File: src/sv/pdd_pkg.sv
// Shared types, constants and the control store for the PID differential-drive block.
`default_nettype none
package pdd_pkg;

  localparam int SAMPLE_BITS = 12;
  localparam int DUTY_BITS   = 16;
  localparam int CFG_IDX_W   = 3;
  localparam int CFG_DATA_W  = 16;
  localparam int STEP_W      = 4;

  typedef logic [STEP_W-1:0] step_t;

  typedef enum logic [CFG_IDX_W-1:0] {
    REG_REFERENCE  = 3'd0,
    REG_KP         = 3'd1,
    REG_KI         = 3'd2,
    REG_KD         = 3'd3,
    REG_PERIOD     = 3'd4,
    REG_CRUISE     = 3'd5,
    REG_DUTY_FLOOR = 3'd6,
    REG_DUTY_CEIL  = 3'd7
  } reg_idx_e;

  typedef struct packed {
    logic [SAMPLE_BITS-1:0] left_sample;
    logic [SAMPLE_BITS-1:0] right_sample;
  } in_item_t;

  typedef struct packed {
    logic [15:0]        left_speed;
    logic [15:0]        right_speed;
    logic signed [31:0] control_value;
    logic               saturated;
  } out_item_t;

  typedef struct packed {
    logic [11:0]        reference;
    logic signed [15:0] kp;
    logic signed [15:0] ki;
    logic signed [15:0] kd;
    logic [15:0]        sample_period;
    logic [15:0]        cruise_duty;
    logic [15:0]        duty_floor;
    logic [15:0]        duty_ceil;
  } cfg_t;

  typedef enum logic [2:0] {
    MUL_NONE,
    MUL_E_PERIOD,
    MUL_KP_E,
    MUL_KI_INT,
    MUL_KD_DER
  } mul_sel_e;

  typedef enum logic [1:0] {
    ACC_HOLD,
    ACC_LOAD,
    ACC_ADD
  } acc_op_e;

  typedef enum logic [1:0] {
    COND_NEVER,
    COND_NO_INPUT,
    COND_DIV_BUSY,
    COND_OUT_BUSY
  } cond_e;

  // one microcode word
  typedef struct packed {
    logic     take_in;
    logic     calc_err;
    logic     div_start;
    logic     integ_upd;
    mul_sel_e mul_sel;
    acc_op_e  acc_op;
    logic     sat_u;
    logic     emit;
    cond_e    cond;
    step_t    target;
    logic     restart;
  } ctrl_t;

  typedef struct packed {
    logic in_valid;
    logic div_busy;
    logic out_busy;
  } status_t;

  localparam step_t UC_WAIT     = STEP_W'(0);
  localparam step_t UC_ERR      = STEP_W'(1);
  localparam step_t UC_MUL_EP   = STEP_W'(2);
  localparam step_t UC_INTEG    = STEP_W'(3);
  localparam step_t UC_ACC_KP   = STEP_W'(4);
  localparam step_t UC_ACC_KI   = STEP_W'(5);
  localparam step_t UC_DIV_WAIT = STEP_W'(6);
  localparam step_t UC_MUL_KD   = STEP_W'(7);
  localparam step_t UC_ACC_KD   = STEP_W'(8);
  localparam step_t UC_SAT      = STEP_W'(9);
  localparam step_t UC_EMIT     = STEP_W'(10);

  function automatic ctrl_t ucode_rom(input step_t step);
    ctrl_t c;
    c = '0;
    case (step)
      UC_WAIT: begin
        c.take_in = 1'b1;
        c.cond    = COND_NO_INPUT;
        c.target  = UC_WAIT;
      end
      UC_ERR: begin
        c.calc_err = 1'b1;
      end
      UC_MUL_EP: begin
        c.mul_sel   = MUL_E_PERIOD;
        c.div_start = 1'b1;
      end
      UC_INTEG: begin
        c.integ_upd = 1'b1;
        c.mul_sel   = MUL_KP_E;
      end
      UC_ACC_KP: begin
        c.acc_op  = ACC_LOAD;
        c.mul_sel = MUL_KI_INT;
      end
      UC_ACC_KI: begin
        c.acc_op = ACC_ADD;
      end
      UC_DIV_WAIT: begin
        c.cond   = COND_DIV_BUSY;
        c.target = UC_DIV_WAIT;
      end
      UC_MUL_KD: begin
        c.mul_sel = MUL_KD_DER;
      end
      UC_ACC_KD: begin
        c.acc_op = ACC_ADD;
      end
      UC_SAT: begin
        c.sat_u = 1'b1;
      end
      UC_EMIT: begin
        c.emit    = 1'b1;
        c.cond    = COND_OUT_BUSY;
        c.target  = UC_EMIT;
        c.restart = 1'b1;
      end
      default: begin
        c.restart = 1'b1;
      end
    endcase
    return c;
  endfunction

endpackage
`default_nettype wire

File: src/sv/pdd_div.sv
// Iterative signed divider, two quotient bits per cycle, truncating toward zero.
`default_nettype none
module pdd_div (
  input  wire logic               clk_i,
  input  wire logic               rst_ni,
  input  wire logic               start_i,
  input  wire logic signed [16:0] dividend_i,
  input  wire logic [15:0]        divisor_i,
  output logic signed [16:0]      quot_o,
  output logic                    busy_o
);

  localparam int QW    = 16;
  localparam int STEPS = QW / 2;
  localparam int CW    = $clog2(STEPS);

  logic          busy_q, busy_d;
  logic [CW-1:0] cnt_q, cnt_d;
  logic          neg_q, neg_d;
  logic [QW-1:0] num_q, num_d;
  logic [QW-1:0] rem_q, rem_d;
  logic [QW-1:0] den_q, den_d;
  logic [16:0]   mag;
  logic [QW-1:0] rem_mid;
  logic          bit_hi, bit_lo;

  // one restoring step: shift in a numerator bit, subtract when it fits
  function automatic logic [QW:0] div_step(input logic [QW-1:0] rem, input logic nb,
                                           input logic [QW-1:0] den);
    logic [QW:0] r;
    r = {rem, nb};
    if (r >= {1'b0, den}) begin
      r = r - {1'b0, den};
      return {r[QW-1:0], 1'b1};
    end
    return {r[QW-1:0], 1'b0};
  endfunction

  assign mag = dividend_i[16] ? 17'(-dividend_i) : 17'(dividend_i);

  always_comb begin
    logic [QW:0] s1;
    logic [QW:0] s2;
    s1      = div_step(rem_q, num_q[QW-1], den_q);
    rem_mid = s1[QW:1];
    bit_hi  = s1[0];
    s2      = div_step(rem_mid, num_q[QW-2], den_q);
    bit_lo  = s2[0];

    busy_d = busy_q;
    cnt_d  = cnt_q;
    neg_d  = neg_q;
    num_d  = num_q;
    rem_d  = rem_q;
    den_d  = den_q;
    if (start_i) begin
      busy_d = 1'b1;
      cnt_d  = '0;
      neg_d  = dividend_i[16];
      num_d  = mag[QW-1:0];
      rem_d  = '0;
      den_d  = divisor_i;
    end else if (busy_q) begin
      num_d = {num_q[QW-3:0], bit_hi, bit_lo};
      rem_d = s2[QW:1];
      cnt_d = cnt_q + 1'b1;
      if (cnt_q == CW'(STEPS - 1)) begin
        busy_d = 1'b0;
      end
    end
  end

  always_ff @(posedge clk_i or negedge rst_ni) begin
    if (!rst_ni) begin
      busy_q <= 1'b0;
      cnt_q  <= '0;
    end else begin
      busy_q <= busy_d;
      cnt_q  <= cnt_d;
    end
  end

  always_ff @(posedge clk_i) begin
    neg_q <= neg_d;
    num_q <= num_d;
    rem_q <= rem_d;
    den_q <= den_d;
  end

  assign quot_o = neg_q ? -$signed({1'b0, num_q}) : $signed({1'b0, num_q});
  assign busy_o = busy_q;

endmodule
`default_nettype wire

File: src/sv/pdd_ucode.sv
// Microcode sequencer: step counter, control store lookup and conditional jumps.
`default_nettype none
module pdd_ucode (
  input  wire logic             clk_i,
  input  wire logic             rst_ni,
  input  wire pdd_pkg::status_t status_i,
  output pdd_pkg::ctrl_t        ctrl_o,
  output logic                  go_o
);
  import pdd_pkg::*;

  step_t step_q, step_d;
  ctrl_t ctrl;
  logic  hold;

  assign ctrl = ucode_rom(step_q);

  always_comb begin
    case (ctrl.cond)
      COND_NEVER:    hold = 1'b0;
      COND_NO_INPUT: hold = !status_i.in_valid;
      COND_DIV_BUSY: hold = status_i.div_busy;
      COND_OUT_BUSY: hold = status_i.out_busy;
      default:       hold = 1'b0;
    endcase
  end

  always_comb begin
    if (hold) begin
      step_d = ctrl.target;
    end else if (ctrl.restart) begin
      step_d = UC_WAIT;
    end else begin
      step_d = step_q + 1'b1;
    end
  end

  always_ff @(posedge clk_i or negedge rst_ni) begin
    if (!rst_ni) begin
      step_q <= UC_WAIT;
    end else begin
      step_q <= step_d;
    end
  end

  assign ctrl_o = ctrl;
  assign go_o   = !hold;

endmodule
`default_nettype wire

File: src/sv/pdd_datapath.sv
// PID datapath: error, shared multiplier, accumulator, saturation, wheel clamps, output register.
`default_nettype none
module pdd_datapath (
  input  wire logic               clk_i,
  input  wire logic               rst_ni,
  input  wire pdd_pkg::ctrl_t     ctrl_i,
  input  wire logic               go_i,
  input  wire pdd_pkg::cfg_t      cfg_i,
  input  wire pdd_pkg::in_item_t  in_data_i,
  input  wire logic               out_ready_i,
  input  wire logic signed [16:0] div_quot_i,
  output logic signed [16:0]      div_dividend_o,
  output logic [15:0]             period_o,
  output logic                    out_valid_o,
  output pdd_pkg::out_item_t      out_data_o,
  output logic                    out_busy_o
);
  import pdd_pkg::*;

  localparam int EW = 20;

  logic [SAMPLE_BITS-1:0] left_q, right_q;
  logic signed [15:0]     err_q, err_d;
  logic signed [15:0]     last_q;
  logic signed [31:0]     integ_q, integ_d;
  logic signed [49:0]     prod_q, prod_d;
  logic signed [49:0]     acc_q, acc_d;
  logic signed [31:0]     u_q, u_d;
  logic                   hit_q, hit_d;
  logic                   integ_ovf, u_ovf;
  logic                   out_valid_q;
  out_item_t              out_q, out_d;

  logic signed [EW-1:0]   err_wide;
  logic signed [16:0]     mul_a;
  logic signed [32:0]     mul_b;
  logic signed [33:0]     integ_sum;

  assign period_o = (cfg_i.sample_period == '0) ? 16'd1 : cfg_i.sample_period;

  // e = reference - (left - right), held to 16 bits signed
  assign err_wide = $signed(EW'(cfg_i.reference))
                  - ($signed(EW'(left_q)) - $signed(EW'(right_q)));
  always_comb begin
    if (err_wide[EW-1:15] != {(EW - 15){err_wide[EW-1]}}) begin
      err_d = err_wide[EW-1] ? -16'sd32768 : 16'sd32767;
    end else begin
      err_d = err_wide[15:0];
    end
  end

  assign div_dividend_o = $signed({err_q[15], err_q}) - $signed({last_q[15], last_q});

  always_comb begin
    case (ctrl_i.mul_sel)
      MUL_E_PERIOD: begin
        mul_a = {err_q[15], err_q};
        mul_b = $signed({17'b0, period_o});
      end
      MUL_KP_E: begin
        mul_a = {cfg_i.kp[15], cfg_i.kp};
        mul_b = {{17{err_q[15]}}, err_q};
      end
      MUL_KI_INT: begin
        mul_a = {cfg_i.ki[15], cfg_i.ki};
        mul_b = {integ_q[31], integ_q};
      end
      MUL_KD_DER: begin
        mul_a = {cfg_i.kd[15], cfg_i.kd};
        mul_b = {{16{div_quot_i[16]}}, div_quot_i};
      end
      default: begin
        mul_a = '0;
        mul_b = '0;
      end
    endcase
  end

  assign prod_d = mul_a * mul_b;

  assign integ_sum = $signed({{2{integ_q[31]}}, integ_q}) + $signed(prod_q[33:0]);
  assign integ_ovf = integ_sum[33:31] != {3{integ_sum[33]}};
  always_comb begin
    if (integ_ovf) begin
      integ_d = integ_sum[33] ? 32'sh8000_0000 : 32'sh7fff_ffff;
    end else begin
      integ_d = integ_sum[31:0];
    end
  end

  always_comb begin
    case (ctrl_i.acc_op)
      ACC_LOAD: acc_d = prod_q;
      ACC_ADD:  acc_d = acc_q + prod_q;
      default:  acc_d = acc_q;
    endcase
  end

  assign u_ovf = acc_q[49:31] != {19{acc_q[49]}};
  always_comb begin
    if (u_ovf) begin
      u_d = acc_q[49] ? 32'sh8000_0000 : 32'sh7fff_ffff;
    end else begin
      u_d = acc_q[31:0];
    end
  end

  always_comb begin
    hit_d = hit_q;
    if (ctrl_i.calc_err) begin
      hit_d = 1'b0;
    end else if (ctrl_i.integ_upd && integ_ovf) begin
      hit_d = 1'b1;
    end else if (ctrl_i.sat_u && u_ovf) begin
      hit_d = 1'b1;
    end
  end

  // lower clamp, then upper, then duty full scale
  function automatic logic [15:0] wheel(input logic signed [33:0] v_in,
                                        input logic [15:0] lo, input logic [15:0] hi);
    logic signed [33:0] v;
    v = v_in;
    if (v < $signed(34'(lo))) v = $signed(34'(lo));
    if (v > $signed(34'(hi))) v = $signed(34'(hi));
    if (v < 34'sd0) v = '0;
    if (v > $signed(34'((35'd1 << DUTY_BITS) - 35'd1))) begin
      v = $signed(34'((35'd1 << DUTY_BITS) - 35'd1));
    end
    return v[15:0];
  endfunction

  always_comb begin
    out_d.left_speed    = wheel($signed(34'(cfg_i.cruise_duty)) - 34'(u_q),
                                cfg_i.duty_floor, cfg_i.duty_ceil);
    out_d.right_speed   = wheel($signed(34'(cfg_i.cruise_duty)) + 34'(u_q),
                                cfg_i.duty_floor, cfg_i.duty_ceil);
    out_d.control_value = u_q;
    out_d.saturated     = hit_q;
  end

  always_ff @(posedge clk_i or negedge rst_ni) begin
    if (!rst_ni) begin
      integ_q     <= '0;
      last_q      <= '0;
      out_valid_q <= 1'b0;
    end else begin
      if (go_i && ctrl_i.integ_upd) begin
        integ_q <= integ_d;
      end
      if (go_i && ctrl_i.div_start) begin
        last_q <= err_q;
      end
      if (go_i && ctrl_i.emit) begin
        out_valid_q <= 1'b1;
      end else if (out_ready_i) begin
        out_valid_q <= 1'b0;
      end
    end
  end

  always_ff @(posedge clk_i) begin
    if (go_i && ctrl_i.take_in) begin
      left_q  <= in_data_i.left_sample;
      right_q <= in_data_i.right_sample;
    end
    if (go_i && ctrl_i.calc_err) begin
      err_q <= err_d;
    end
    if (go_i && ctrl_i.mul_sel != MUL_NONE) begin
      prod_q <= prod_d;
    end
    if (go_i) begin
      acc_q <= acc_d;
      hit_q <= hit_d;
    end
    if (go_i && ctrl_i.sat_u) begin
      u_q <= u_d;
    end
    if (go_i && ctrl_i.emit) begin
      out_q <= out_d;
    end
  end

  assign out_valid_o = out_valid_q;
  assign out_data_o  = out_q;
  assign out_busy_o  = out_valid_q && !out_ready_i;

endmodule
`default_nettype wire

File: src/sv/pid_differential_drive_top.sv
// Top level of the PID differential-drive steering block: config registers and unit wiring.
//
//   channel  direction  handshake             payload
//   in       input      in_valid/in_ready     in_item_t  (left/right samples)
//   out      output     out_valid/out_ready   out_item_t (wheel duties, u, saturated)
//   cfg      input      cfg_we (no wait)      cfg_idx, cfg_data
//
// Each item runs through the microcode program from transfer in to result ready, with
// four products through one shared 17x33 multiplier and the 2-bit-per-cycle divider
// that forms the derivative. Reset clears the sequencer, the integral and the last
// error and returns the config registers to their defaults. A new input is taken
// only at the first step; an untaken result stalls the last step.
`default_nettype none
module pid_differential_drive_top (
  input  wire logic                           clk_i,
  input  wire logic                           rst_ni,
  input  wire logic                           in_valid_i,
  output logic                                in_ready_o,
  input  wire pdd_pkg::in_item_t              in_data_i,
  output logic                                out_valid_o,
  input  wire logic                           out_ready_i,
  output pdd_pkg::out_item_t                  out_data_o,
  input  wire logic                           cfg_we_i,
  input  wire logic [pdd_pkg::CFG_IDX_W-1:0]  cfg_idx_i,
  input  wire logic [pdd_pkg::CFG_DATA_W-1:0] cfg_data_i
);
  import pdd_pkg::*;

  cfg_t               cfg_q;
  ctrl_t              ctrl;
  logic               go;
  status_t            status;
  logic signed [16:0] div_dividend;
  logic signed [16:0] div_quot;
  logic [15:0]        period;
  logic               div_busy;
  logic               out_busy;

  always_ff @(posedge clk_i or negedge rst_ni) begin
    if (!rst_ni) begin
      cfg_q.reference     <= '0;
      cfg_q.kp            <= '0;
      cfg_q.ki            <= '0;
      cfg_q.kd            <= '0;
      cfg_q.sample_period <= 16'd1;
      cfg_q.cruise_duty   <= '0;
      cfg_q.duty_floor    <= '0;
      cfg_q.duty_ceil     <= 16'hffff;
    end else if (cfg_we_i) begin
      case (reg_idx_e'(cfg_idx_i))
        REG_REFERENCE:  cfg_q.reference     <= cfg_data_i[11:0];
        REG_KP:         cfg_q.kp            <= cfg_data_i;
        REG_KI:         cfg_q.ki            <= cfg_data_i;
        REG_KD:         cfg_q.kd            <= cfg_data_i;
        REG_PERIOD:     cfg_q.sample_period <= cfg_data_i;
        REG_CRUISE:     cfg_q.cruise_duty   <= cfg_data_i;
        REG_DUTY_FLOOR: cfg_q.duty_floor    <= cfg_data_i;
        REG_DUTY_CEIL:  cfg_q.duty_ceil     <= cfg_data_i;
        default: ;
      endcase
    end
  end

  assign status.in_valid = in_valid_i;
  assign status.div_busy = div_busy;
  assign status.out_busy = out_busy;

  pdd_ucode u_ucode (
    .clk_i    (clk_i),
    .rst_ni   (rst_ni),
    .status_i (status),
    .ctrl_o   (ctrl),
    .go_o     (go)
  );

  pdd_div u_div (
    .clk_i      (clk_i),
    .rst_ni     (rst_ni),
    .start_i    (go && ctrl.div_start),
    .dividend_i (div_dividend),
    .divisor_i  (period),
    .quot_o     (div_quot),
    .busy_o     (div_busy)
  );

  pdd_datapath u_datapath (
    .clk_i          (clk_i),
    .rst_ni         (rst_ni),
    .ctrl_i         (ctrl),
    .go_i           (go),
    .cfg_i          (cfg_q),
    .in_data_i      (in_data_i),
    .out_ready_i    (out_ready_i),
    .div_quot_i     (div_quot),
    .div_dividend_o (div_dividend),
    .period_o       (period),
    .out_valid_o    (out_valid_o),
    .out_data_o     (out_data_o),
    .out_busy_o     (out_busy)
  );

  assign in_ready_o = ctrl.take_in;

endmodule
`default_nettype wire
File: config.mk
export PLATFORM = sky130hd
export DESIGN_NAME = pid_differential_drive_top
export DESIGN_NICKNAME = d
export VERILOG_FILES = /design/src/sv/pdd_pkg.sv /design/src/sv/pdd_div.sv /design/src/sv/pdd_ucode.sv /design/src/sv/pdd_datapath.sv /design/src/sv/pid_differential_drive_top.sv
export SDC_FILE = /design/constraint.sdc
export NUM_CORES = 2
export LEC_CHECK = 0
export BUFFER_PORTS_ARGS = -buffer_cell sky130_fd_sc_hd__buf_4
export CAP_MARGIN = 10
export CORE_UTILIZATION = 45
export DETAILED_ROUTE_END_ITERATION = 6
export GPL_ROUTABILITY_DRIVEN = 1
export HOLD_SLACK_MARGIN = 0.02
export PLACE_DENSITY = 0.67
export RECOVER_POWER = 50
export SLEW_MARGIN = 25
export SYNTH_ARGS = -nofsm -noshare
export SYNTH_HDL_FRONTEND = slang
export SYNTH_HIERARCHICAL = 1
export SYNTH_SLANG_ARGS = --single-unit
File: constraint.sdc
create_clock -name clk_i -period 8.95 [get_ports clk_i]
set_input_delay 0.4475 -clock clk_i [delete_from_list [all_inputs] [get_ports clk_i]]
set_output_delay 0.4475 -clock clk_i [all_outputs]
set_load 0.03 [all_outputs]
==> metrics.csv <==
stage;metric;value;unit
pwr;leakage;24.3;nW
run_status;failing checks;capacitance limit, slew limit;
floorplanning;Core Rows;121;
critical_path;Critical Path RT;9.32;ns
floorplanning;core area;109000;um2
cts;Root Driver;clkbuf_16;
logic_synthesis;Cell Area, Synth;49900;um2
critical_path;Startpoint Class;register;
placement;Port Buffer Count;114;
critical_path;Critical Path Most Common Cell;fa_1;
floorplanning;die footprint;112000;um2
grt;largest net degree at the start of global routing;67;
timing;Tightest Pin Transition;3.75;ns
timing;fin. max-slew vios;311;
route;DR iter-0 viols;2945;
route;DRC Markers;0;
critical_path;flop2flop setup slack;0.36;ns
placement;DP HPWL;109000;um
timing;Final period util;0.959;
floorplanning;Die Height;335;um
cts;H-tree Lvls;2;
pwr;total power draw;0.0228;W
cells_and_area;share of cells above drive strength 1;0.113;
critical_path;crit end category;register;
route;met3 routed WL;8650;um
logic_synthesis;Syn Nets;6093;
logic_synthesis;Avg Inst Size Synth;9.72;um2
cells_and_area;final core utilization;0.504;
timing;fmax;116;MHz
critical_path;critical path arrival;8.95;ns
floorplanning;IO Count;115;
cells_and_area;# fillers;10000;
critical_path;CP Class;reg2reg;
route;drt total wl;138000;um
critical_path;CP max stage cell;fa_1;
route;Vias;38600;
timing;fin crit period;8.59;ns
cts;Worst-path clk slew;0.06;ns
cts;CTS Buffer Depth;3;
cts;CTS tree;built;
flow_run;# Max-Cap Violations;7;
worst_hold_path;HP Class;in2reg;
timing;Worst Skew;0.0391;ns
route;drt first pass iters;5;
cells_and_area;nets@finish;6243;
floorplanning;Initial Utilization;0.456;
cts;clock buffer count from CTS;54;
cts;clk_lat worst skew;0.64;ns
grt;global-route wire length before repair;220000;um
route;DRT antenna net count;0;
run_status;outcome;complete, but fails checks;
route;wl on met1;59500;um
critical_path;slowest stage delay, CP;0.53;ns
route;Routed met2 length;63900;um
route;Routed wire per std cell;20.3;um
grt;vias in the first global route;39200;
grt;GR Overflow Total;0;
grt;global-route usage over all layers;0.248;
logic_synthesis;Syn Inst Count;5133;
pwr;P per Cell Area;413;nW/um2
critical_path;worst-path fanout max;31;
placement;Final GP Congestion;0.945;
logic_synthesis;Yosys warning count;6;
route;vias per cell;5.68;
route;Max Used Layer;met5;
cts;total clock sinks;468;
timing;hold_ws;0.203;ns
timing;endpoints failing hold;0;
cells_and_area;Synth-to-Final Area Change;10.6;%
pwr;Peak VDD IR;238;uV
grt;antenna violations before repair;3;
timing;max_slew headroom;-1.50;
timing;setup violators final;0;
floorplanning;Die Wd;335;um
## worst paths after layout
check / startpoint / end / cells past startpoint
setup / recovery: u_div/num_q[0] / u_datapath/prod_q[46] / 33
hold / removal: cfg_data_i[0] / cfg_q[96] / 2
setup reg to reg: u_div/num_q[0] / u_datapath/prod_q[46] / 33
hold reg to reg: cfg_q[93] / cfg_q[93] / 1
max in group asynchronous: rst_ni / u_datapath/integ_q[26] / 4
min in group asynchronous: rst_ni / u_datapath/last_q[9] / 2
## routing by layer
metal / GRT usage / vias up
li1: - / 17800
met1: 0.335 / 19200
met2: 0.403 / 1321
met3: 0.0330 / 269
met4: 0.102 / 2
met5: 0 / -
## cells in the final DEF (no fill, tap or decap), types with 39 or more instances in the layout
cell type  instances
nand3_1           56
nand2_1          472
a21o_1           128
xnor2_1          167
nor3_1            64
a21oi_1          253
inv_1            662
nor2_1           466
dfrtp_1          164
buf_4            163
clkbuf_16         58
ha_1             371
o21bai_1          43
clkbuf_1          89
o21ai_0          167
nand2b_1          39
mux2_2           167
nor2b_1           44
xor2_1            66
edfxtp_1         271
fa_1             533
## area by class of cell
class / instances / area [um2] / area share
antenna: 1 / 2.50 / 0.0000453
clock buffer: 77 / 1600 / 0.0290
clock inverter: 25 / 239 / 0.00433
inverter: 664 / 2490 / 0.0452
multi-input combinational: 3784 / 33700 / 0.610
sequential: 468 / 13000 / 0.236
tap: 1476 / 1850 / 0.0335
timing repair buffer: 311 / 2320 / 0.0421
## report_power, final
part	total [W]	internal, W	switching, W
clock	0.00231	0.00136	0.000945
sequential	0.00419	0.00340	0.000794
combinational	0.0163	0.00668	0.00960
total	0.0228	0.0114	0.0113
## metrics by stage
step | cells | setup WS [ns] | area (um2) | TNS (ns)
5_1_grt | 6806 | -0.0465 | 55200 | -0.0708
3_5_place_dp | 6655 | -0.0631 | 53100 | -0.115
3_3_place_gp | 6653 | -0.00608 | 53100 | -0.00608
4_1_cts | 6782 | 0.0558 | 55200 | 0
6_report | 6806 | 0.364 | 55200 | 0
2_1_floorplan | 5133 | 0.133 | 49900 | 0
## state kept, by name (all words and copies together), names as in the netlist, 32 cells and up
register / count
cfg_q: 124
u_datapath/out_data_o: 65
u_datapath/acc_q: 50
u_datapath/prod_q: 50
u_datapath/integ_q: 32
u_datapath/u_q: 32
## critical path: cells and delay by family (launching register included)
kind | cells | cell delay (ns)
AND/OR/NAND/NOR | 9 | 2.01
XOR/XNOR | 1 | 0.08
adder cells (fa/ha/maj) | 8 | 3.46
flip-flops | 1 | 0.45
AO/OA/AOI/OAI | 9 | 1.50
buffers and inverters | 6 | 0.83
## repair_timing
action                                  4_1_cts  5_1_grt
hold buffers                                 25        0
gates cloned                                  0        0
setup buffers                                 0       23
gates resized for setup                       1       52
endpoints found under the hold margin        88        0
pin swaps                                     0        4
endpoints found under the setup margin        3       11
Note: power is estimated with default switching activity, not from simulation.
